`src/pewm_pkg.sv`:
```
// pewm_pkg: shared types and constants of the peptide-encoding window matcher.
// Holds the request/response word types, register indexes and the codon table.
// No dependencies.
package pewm_pkg;

   localparam int BASE_W     = 2;
   localparam int RES_W      = 5;
   localparam int POS_W      = 20;
   localparam int LEN_W      = 5;
   localparam int CSR_IDX_W  = 2;
   localparam int CSR_DATA_W = 60;
   localparam int WIN_LEN_W  = 7;   // holds 3 * peptide length

   localparam logic [POS_W-1:0] POS_MAX = {POS_W{1'b1}};

   localparam logic [CSR_IDX_W-1:0] CSR_PEPTIDE_LENGTH = 2'd0;
   localparam logic [CSR_IDX_W-1:0] CSR_RESIDUES_LOW   = 2'd1;
   localparam logic [CSR_IDX_W-1:0] CSR_RESIDUES_HIGH  = 2'd2;

   typedef struct packed {
      logic [BASE_W-1:0] base;
      logic              first;
   } req_type;

   typedef struct packed {
      logic [POS_W-1:0] start_position;
      logic             forward_match;
      logic             reverse_match;
   } rsp_type;

   // Codon index = first*16 + second*4 + third, with A=0 C=1 G=2 U=3.
   // Stop codons translate to code 20.
   localparam logic [RES_W-1:0] CODON_TABLE [64] = '{
      5'd8,  5'd11, 5'd8,  5'd11, 5'd16, 5'd16, 5'd16, 5'd16,
      5'd14, 5'd15, 5'd14, 5'd15, 5'd7,  5'd7,  5'd10, 5'd7,
      5'd13, 5'd6,  5'd13, 5'd6,  5'd12, 5'd12, 5'd12, 5'd12,
      5'd14, 5'd14, 5'd14, 5'd14, 5'd9,  5'd9,  5'd9,  5'd9,
      5'd3,  5'd2,  5'd3,  5'd2,  5'd0,  5'd0,  5'd0,  5'd0,
      5'd5,  5'd5,  5'd5,  5'd5,  5'd17, 5'd17, 5'd17, 5'd17,
      5'd20, 5'd19, 5'd20, 5'd19, 5'd15, 5'd15, 5'd15, 5'd15,
      5'd20, 5'd1,  5'd18, 5'd1,  5'd9,  5'd4,  5'd9,  5'd4
   };

   function automatic logic [RES_W-1:0] codon_code(logic [BASE_W-1:0] b0,
                                                   logic [BASE_W-1:0] b1,
                                                   logic [BASE_W-1:0] b2);
      return CODON_TABLE[{b0, b1, b2}];
   endfunction

endpackage

```
`src/pewm_window.sv`:
```
// pewm_window: base shift window, sequence counters and the stage-one valid flag.
// Depends on pewm_pkg.
module pewm_window #(
   parameter int MAX_RESIDUES = 24,
   parameter int DEPTH        = 3 * MAX_RESIDUES,
   parameter int SEEN_W       = $clog2(DEPTH + 1)
) (
   input  logic                           clock,
   input  logic                           reset,
   input  logic                           accept,
   input  logic                           advance,
   input  pewm_pkg::req_type              req_word,
   output logic                           valid_ff,
   output logic [pewm_pkg::BASE_W*DEPTH-1:0] window_ff,
   output logic [SEEN_W-1:0]              seen_ff,
   output logic [pewm_pkg::POS_W-1:0]     item_pos_ff
);
   import pewm_pkg::*;

   logic                      valid_in;
   logic [BASE_W*DEPTH-1:0]   window_in;
   logic [SEEN_W-1:0]         seen_in;
   logic [SEEN_W-1:0]         seen_base;
   logic [POS_W-1:0]          next_pos_ff;
   logic [POS_W-1:0]          next_pos_in;
   logic [POS_W-1:0]          pos_base;
   logic [POS_W-1:0]          item_pos_in;

   always_comb begin
      seen_base   = req_word.first ? '0 : seen_ff;
      pos_base    = req_word.first ? '0 : next_pos_ff;
      valid_in    = valid_ff;
      window_in   = window_ff;
      seen_in     = seen_ff;
      next_pos_in = next_pos_ff;
      item_pos_in = item_pos_ff;
      if (advance) begin
         valid_in = 1'b0;
      end
      if (accept) begin
         valid_in    = 1'b1;
         // newest base enters at entry 0
         window_in   = {window_ff[BASE_W*(DEPTH-1)-1:0], req_word.base};
         item_pos_in = pos_base;
         next_pos_in = (pos_base == POS_MAX) ? pos_base : pos_base + 1'b1;
         seen_in     = (seen_base == SEEN_W'(DEPTH)) ? seen_base : seen_base + 1'b1;
      end
   end

   always_ff @(posedge clock) begin
      if (reset) begin
         valid_ff    <= 1'b0;
         seen_ff     <= '0;
         next_pos_ff <= '0;
      end else begin
         valid_ff    <= valid_in;
         seen_ff     <= seen_in;
         next_pos_ff <= next_pos_in;
      end
   end

   always_ff @(posedge clock) begin
      window_ff   <= window_in;
      item_pos_ff <= item_pos_in;
   end

endmodule

```
`src/pewm_strand_cmp.sv`:
```
// pewm_strand_cmp: translates every codon of the window on both strands and
// compares against the target peptide. Depends on pewm_pkg.
module pewm_strand_cmp #(
   parameter int MAX_RESIDUES = 24,
   parameter int DEPTH        = 3 * MAX_RESIDUES
) (
   input  logic [pewm_pkg::BASE_W*DEPTH-1:0]       window,
   input  logic [pewm_pkg::LEN_W-1:0]              pep_len,
   input  logic [pewm_pkg::RES_W*MAX_RESIDUES-1:0] targets,
   output logic                                    fwd_match,
   output logic                                    rev_match
);
   import pewm_pkg::*;

   localparam int IDX_W = (MAX_RESIDUES > 1) ? $clog2(MAX_RESIDUES) : 1;

   logic [MAX_RESIDUES-1:0] fwd_ok;
   logic [MAX_RESIDUES-1:0] rev_ok;

   for (genvar j = 0; j < MAX_RESIDUES; j++) begin : g_codon
      logic [BASE_W-1:0] b0, b1, b2;
      logic [RES_W-1:0]  fwd_code;
      logic [RES_W-1:0]  rev_code;
      logic [LEN_W-1:0]  tgt_pos;
      logic [IDX_W-1:0]  tgt_idx;
      logic [RES_W-1:0]  fwd_tgt;

      assign b0 = window[BASE_W*(3*j)   +: BASE_W];
      assign b1 = window[BASE_W*(3*j+1) +: BASE_W];
      assign b2 = window[BASE_W*(3*j+2) +: BASE_W];

      // forward strand: group j counted from the newest base holds residue len-1-j
      assign fwd_code = codon_code(b2, b1, b0);
      // reverse complement: group j holds residue j, complement is bit inversion
      assign rev_code = codon_code(~b0, ~b1, ~b2);

      assign tgt_pos = pep_len - LEN_W'(j) - LEN_W'(1);
      assign tgt_idx = tgt_pos[IDX_W-1:0];
      assign fwd_tgt = targets[RES_W*tgt_idx +: RES_W];

      assign fwd_ok[j] = (LEN_W'(j) >= pep_len) || (fwd_code == fwd_tgt);
      assign rev_ok[j] = (LEN_W'(j) >= pep_len) ||
                         (rev_code == targets[RES_W*j +: RES_W]);
   end

   assign fwd_match = &fwd_ok;
   assign rev_match = &rev_ok;

endmodule

```
`src/peptide_encoding_window_matcher_core.sv`:
```
// Channel | ports                          | word
// --------+--------------------------------+----------------------------------
// request | req_valid, req_ready, req_data | one base and its first flag
// result  | rsp_valid, rsp_ready, rsp_data | start position and strand flags
// config  | csr_we, csr_index, csr_wdata   | peptide length and residues
//
// One base per cycle while the request side is not stalled. A base enters
// the window register, the codon table lookups and compares run on the
// window, and a hit loads the result register once that register is free.
// Synchronous reset clears counters, valid flags, residues; length becomes 1.
// The request side stalls only while a hit waits on a result register that
// is full and not being taken.
// Depends on pewm_pkg, pewm_window, pewm_strand_cmp.
module peptide_encoding_window_matcher_core #(
   parameter int MAX_RESIDUES = 24
) (
   input  logic                               clock,
   input  logic                               reset,
   input  logic                               req_valid,
   output logic                               req_ready,
   input  pewm_pkg::req_type                  req_data,
   output logic                               rsp_valid,
   input  logic                               rsp_ready,
   output pewm_pkg::rsp_type                  rsp_data,
   input  logic                               csr_we,
   input  logic [pewm_pkg::CSR_IDX_W-1:0]     csr_index,
   input  logic [pewm_pkg::CSR_DATA_W-1:0]    csr_wdata
);
   import pewm_pkg::*;

   localparam int DEPTH  = 3 * MAX_RESIDUES;
   localparam int SEEN_W = $clog2(DEPTH + 1);

   logic [LEN_W-1:0]       pep_len_ff;
   logic [CSR_DATA_W-1:0]  res_low_ff;
   logic [CSR_DATA_W-1:0]  res_high_ff;

   logic [LEN_W-1:0]       len_eff;
   logic [WIN_LEN_W-1:0]   win_len;
   logic [2*CSR_DATA_W-1:0] all_res;

   logic                   accept;
   logic                   advance;
   logic                   s1_valid;
   logic [BASE_W*DEPTH-1:0] window;
   logic [SEEN_W-1:0]      seen;
   logic [POS_W-1:0]       item_pos;
   logic                   fwd_match;
   logic                   rev_match;
   logic                   hit;
   logic                   out_free;
   logic                   load;

   logic                   rsp_valid_ff;
   logic                   rsp_valid_in;
   rsp_type                rsp_data_ff;
   rsp_type                rsp_data_in;

   always_ff @(posedge clock) begin
      if (reset) begin
         pep_len_ff  <= LEN_W'(1);
         res_low_ff  <= '0;
         res_high_ff <= '0;
      end else if (csr_we) begin
         case (csr_index)
            CSR_PEPTIDE_LENGTH: pep_len_ff  <= csr_wdata[LEN_W-1:0];
            CSR_RESIDUES_LOW:   res_low_ff  <= csr_wdata;
            CSR_RESIDUES_HIGH:  res_high_ff <= csr_wdata;
            default: ;
         endcase
      end
   end

   // zero acts as one, anything past the maximum as the maximum
   always_comb begin
      len_eff = pep_len_ff;
      if (pep_len_ff == '0) begin
         len_eff = LEN_W'(1);
      end else if (pep_len_ff > LEN_W'(MAX_RESIDUES)) begin
         len_eff = LEN_W'(MAX_RESIDUES);
      end
   end

   assign win_len = WIN_LEN_W'(len_eff) * WIN_LEN_W'(3);
   assign all_res = {res_high_ff, res_low_ff};

   assign hit      = s1_valid && (WIN_LEN_W'(seen) >= win_len) && (fwd_match || rev_match);
   assign out_free = !rsp_valid_ff || rsp_ready;
   assign advance  = s1_valid && (!hit || out_free);
   assign load     = hit && out_free;
   assign req_ready = !s1_valid || advance;
   assign accept   = req_valid && req_ready;

   pewm_window #(
      .MAX_RESIDUES (MAX_RESIDUES),
      .DEPTH        (DEPTH),
      .SEEN_W       (SEEN_W)
   ) u_window (
      .clock       (clock),
      .reset       (reset),
      .accept      (accept),
      .advance     (advance),
      .req_word    (req_data),
      .valid_ff    (s1_valid),
      .window_ff   (window),
      .seen_ff     (seen),
      .item_pos_ff (item_pos)
   );

   pewm_strand_cmp #(
      .MAX_RESIDUES (MAX_RESIDUES),
      .DEPTH        (DEPTH)
   ) u_strand_cmp (
      .window    (window),
      .pep_len   (len_eff),
      .targets   (all_res[RES_W*MAX_RESIDUES-1:0]),
      .fwd_match (fwd_match),
      .rev_match (rev_match)
   );

   always_comb begin
      rsp_valid_in = rsp_valid_ff;
      rsp_data_in  = rsp_data_ff;
      if (rsp_ready) begin
         rsp_valid_in = 1'b0;
      end
      if (load) begin
         rsp_valid_in               = 1'b1;
         rsp_data_in.start_position = item_pos - (POS_W'(win_len) - POS_W'(1));
         rsp_data_in.forward_match  = fwd_match;
         rsp_data_in.reverse_match  = rev_match;
      end
   end

   always_ff @(posedge clock) begin
      if (reset) begin
         rsp_valid_ff <= 1'b0;
      end else begin
         rsp_valid_ff <= rsp_valid_in;
      end
   end

   always_ff @(posedge clock) begin
      rsp_data_ff <= rsp_data_in;
   end

   assign rsp_valid = rsp_valid_ff;
   assign rsp_data  = rsp_data_ff;

endmodule

```
`config.mk`:
```
export PLATFORM = sky130hd
export DESIGN_NAME = peptide_encoding_window_matcher_core
export DESIGN_NICKNAME = d
export VERILOG_FILES = /design/src/pewm_pkg.sv /design/src/pewm_window.sv /design/src/pewm_strand_cmp.sv /design/src/peptide_encoding_window_matcher_core.sv
export SDC_FILE = /design/constraint.sdc
export NUM_CORES = 2
export LEC_CHECK = 0
export BUFFER_PORTS_ARGS = -buffer_cell sky130_fd_sc_hd__clkbuf_2
export CAP_MARGIN = 20
export CORE_ASPECT_RATIO = 0.6
export CORE_MARGIN = 3
export CORE_UTILIZATION = 53
export CTS_BUF_LIST = sky130_fd_sc_hd__clkbuf_8
export CTS_CLUSTER_SIZE = 25
export DETAILED_ROUTE_END_ITERATION = 8
export PLACE_DENSITY = 0.65
export SYNTH_ARGS = -nofsm -noshare
export SYNTH_HDL_FRONTEND = slang
export SYNTH_HIERARCHICAL = 1
export SYNTH_SLANG_ARGS = --single-unit
```
`constraint.sdc`:
```
create_clock -name clock -period 14.05 [get_ports clock]
set_clock_uncertainty 0.2 [all_clocks]
set_input_delay 2.1075 -clock clock [delete_from_list [all_inputs] [get_ports clock]]
set_output_delay 2.1075 -clock clock [all_outputs]
set_load 0.01 [all_outputs]
```
==> flow_summary_export.csv <==
group,metric,value,unit
final_layout,post_layout_nonfiller_instances,5944,
cts,path_clk_slew,0.07,ns
synthesis,synthesis.area,41200,um^2
synthesis,synth_top_area_cell,"edfxtp_1",
synthesis,ys_types,115,
global_routing,grtUsageTotal,0.396,
placement,place_congestion,1.10,
synthesis,synth_ff_type,"edfxtp_1",
global_routing,grt_pass1_vias,34800,
sta,final_max_slew_viol_count,0,
power,vdd_drop_max,0.0000619,V
cts,numCtsBuffers,55,
synthesis,ys_ff_latch,340,
cts,clock_latency,0.72,ns
power,p_comb_frac,0.321,
global_routing,busiest_layer,"met1",
placement,port_buffers,93,
power,internal_power,2.02,mW
sta,final_hold_viol_count,0,
synthesis,synth_fp_nets,5327,
power,p_leak,16.0,nW
sta,period_needed,10.70,ns
sta,setup_tns,0,ns
synthesis,synth.area.top_cells,"edfxtp_1 14%, mux4_2 7.7%, dfxtp_1 7.5%",
cts,htree_levels,2,
final_layout,area.growth.synth_to_final,3.85,%
die,fp.dieW,366,um
power,finalPower,3.32,mW
global_routing,antenna_found_initial,15,
cts,ctsHoldBuffers,0,
setup_path,start_kind,"flop",
power,p_switching,1.30,mW
setup_path,end_kind,"primary output",
setup_path,critPathKind,"reg2out",
synthesis,synth_seq_area_share,0.211,
power,p_per_area,77.6,nW/um^2
global_routing,use_met2,0.471,
drt,drt_iter0_drc,7640,
setup_path,required,11.74,ns
power,pwr-share-clk,0.292,
cts,post_cts_resized,0,
drt,drcViolationCount,0,
synthesis,synthTopCellsByCount,"604 x nand2_1, 494 x a21oi_1, 302 x mux2i_1, 292 x o21ai_0, 281 x nor2_1",
placement,placedCellCount,5836,
cts,cts_tree,"done",
outcome,status,"finished clean",
die,core.rowCount,78,
die,die_h,222,um
final_layout,fin_util,0.561,
cts,clock_sinks,340,
drt,first_pass_iters,6,
final_layout,nets,5139,
sta,max_slew_margin,0.149,
synthesis,synth.most_common_cell,"nand2_1",
cts,cts_root_buf,"clkbuf_8",
synthesis,synth_edf_count,186,
die,ios,94,
global_routing,grt_pass1_wl,244,mm
sta,max_freq,0.0935,GHz
setup_path,arrival,8.39,ns
die,fp.coreArea,76200,um^2
power,p_sw_frac,0.391,
synthesis,async_flop_share,0,
cts,cts_setup_buffers,0,
global_routing,grt_max_degree,154,
drt,wl_per_cell,28.4,um
drt,viasPerCell,6.99,
sta,worst_slack,3.35,ns
cts,clockBufferDepth,3,
sta,tightest_slew,1.27,ns
synthesis,postSynthCellCount,5043,
sta,setup_viol_count_final,0,
global_routing,grt_overflow,0,
synthesis,synth_warnings,6,
placement,hpwlAfterDp,124,mm
drt,vias,41600,
die,start_util,0.540,
sta,rsz0062_at_grt,"no",
sta,fin_crit_sh,0.762,
placement,pre_cts_slack,4.51,ns
final_layout,drive_gt1_frac,0.105,
run,cap_violations,0,
drt,ant_nets,0,
global_routing,met3_usage,0.171,
synthesis,avgSynthCellArea,8.16,um^2
global_routing,use_met1,0.603,
power,p_seq_frac,0.386,
drt,routed_wl,169,mm
setup_path,cp_max_fo,60,
worst_hold_path,holdCritPathClass,"reg2reg",
synthesis,yosys.area.top_type_share,0.136,
die,die-area,81200,um^2
cells by family (layout without fill, tap and decap cells):
| family | count (synthesis) | after routing | share of synthesized area |
|---|---|---|---|
| AOI/OAI and AO/OA | 1503 | 1503 | 0.232 |
| other | 0 | 4 | 0 |
| buffers and inverters | 549 | 406 | 0.0600 |
| xor gates and xnor gates | 330 | 330 | 0.0723 |
| muxes | 530 | 530 | 0.175 |
| DFF | 340 | 340 | 0.211 |
| adders and majority gates | 214 | 214 | 0.0652 |
| and+or+nand+nor | 1577 | 1577 | 0.185 |
placed cells by master (no fill, tap or decap), types with 108 or more instances in the layout:
cell	synthesis	layout
nand2_1	604	604
a21oi_1	494	494
mux2i_1	302	302
o21ai_0	292	292
nor2_1	281	278
ha_1	213	212
xnor2_1	201	200
edfxtp_1	186	186
nor3_1	163	163
dfxtp_1	154	154
inv_1	129	152
mux4_2	140	140
xor2_1	123	122
nor2b_1	109	108
worst max-delay path, stage by stage (launching register included):
cell and delay [ns]:
dfxtp_1 0.41, ha_1 0.37, nand2b_1 0.28, inv_6 0.38, inv_1 0.28, ha_4 0.95, buf_4 0.72, mux2i_1 0.26
mux4_2 0.59, or4_1 0.51, o311ai_0 0.14, xor2_1 0.12, a21oi_1 0.14, a31oi_1 0.09, nor4_1 0.71, nand4_1 0.24
nor4_2 0.55, o21ai_0 0.19, o31ai_2 0.37, nand3_2 0.13, clkbuf_2 0.14
layer usage:
layer  vias to the layer above  routed length, um
li1                      18500                  -
met1                     19600              72400
met2                      3004              60100
met3                       475              28700
met4                         6               7600
met5                         -                163
sequential cells by signal, indices dropped and copies added (netlist names):
register / count
u_window/item_pos_ff: 20
rsp_data: 22
res_high_ff: 60
u_window/next_pos_ff: 20
u_window/seen_ff: 7
pep_len_ff: 5
u_window/window_ff: 144
res_low_ff: 60
rsp_valid: 1
u_window/valid_ff: 1
per-stage QoR:
step | hold slack [ns] | instance area (um^2)
floorplan | 0.221 | 41200
global placement | 0.249 | 41500
detailed placement | 0.257 | 41600
CTS | 0.267 | 42700
global route | 0.283 | 42700
finish | 0.265 | 42800
final timing paths:
| kind | start | endpoint | slack (ns) | depth (start not counted) |
|---|---|---|---|---|
| max reg2reg | pep_len_ff[3] | u_window/next_pos_ff[18] | 4.45 | 24 |
| min reg2reg | res_high_ff[46] | res_high_ff[46] | 0.26 | 2 |
| max | pep_len_ff[3] | req_ready | 3.35 | 20 |
| min | res_high_ff[46] | res_high_ff[46] | 0.26 | 2 |
power groups by stage:
| stage | registers, mW | logic (mW) | clock network, mW |
|---|---|---|---|
| 3_5_place_dp | 1.29 | 1.02 | 0 |
| 3_3_place_gp | 1.29 | 1.01 | 0 |
| 5_1_grt | 1.29 | 1.13 | 1.03 |
| 4_1_cts | 1.27 | 1.02 | 0.988 |
| 6_report | 1.28 | 1.07 | 0.971 |
| 2_1_floorplan | 1.16 | 0.832 | 0 |
area by class of cell:
cell class	instances	area, um^2
fillers	7002	33500
multi-input cells	4154	30100
flip-flops and latches	340	8670
well taps	1040	1300
repair buffers	148	891
clock buffers	61	840
inverters	156	593
clock inverters	41	334
diodes	4	10.0
(Power assumes the default switching activity.)
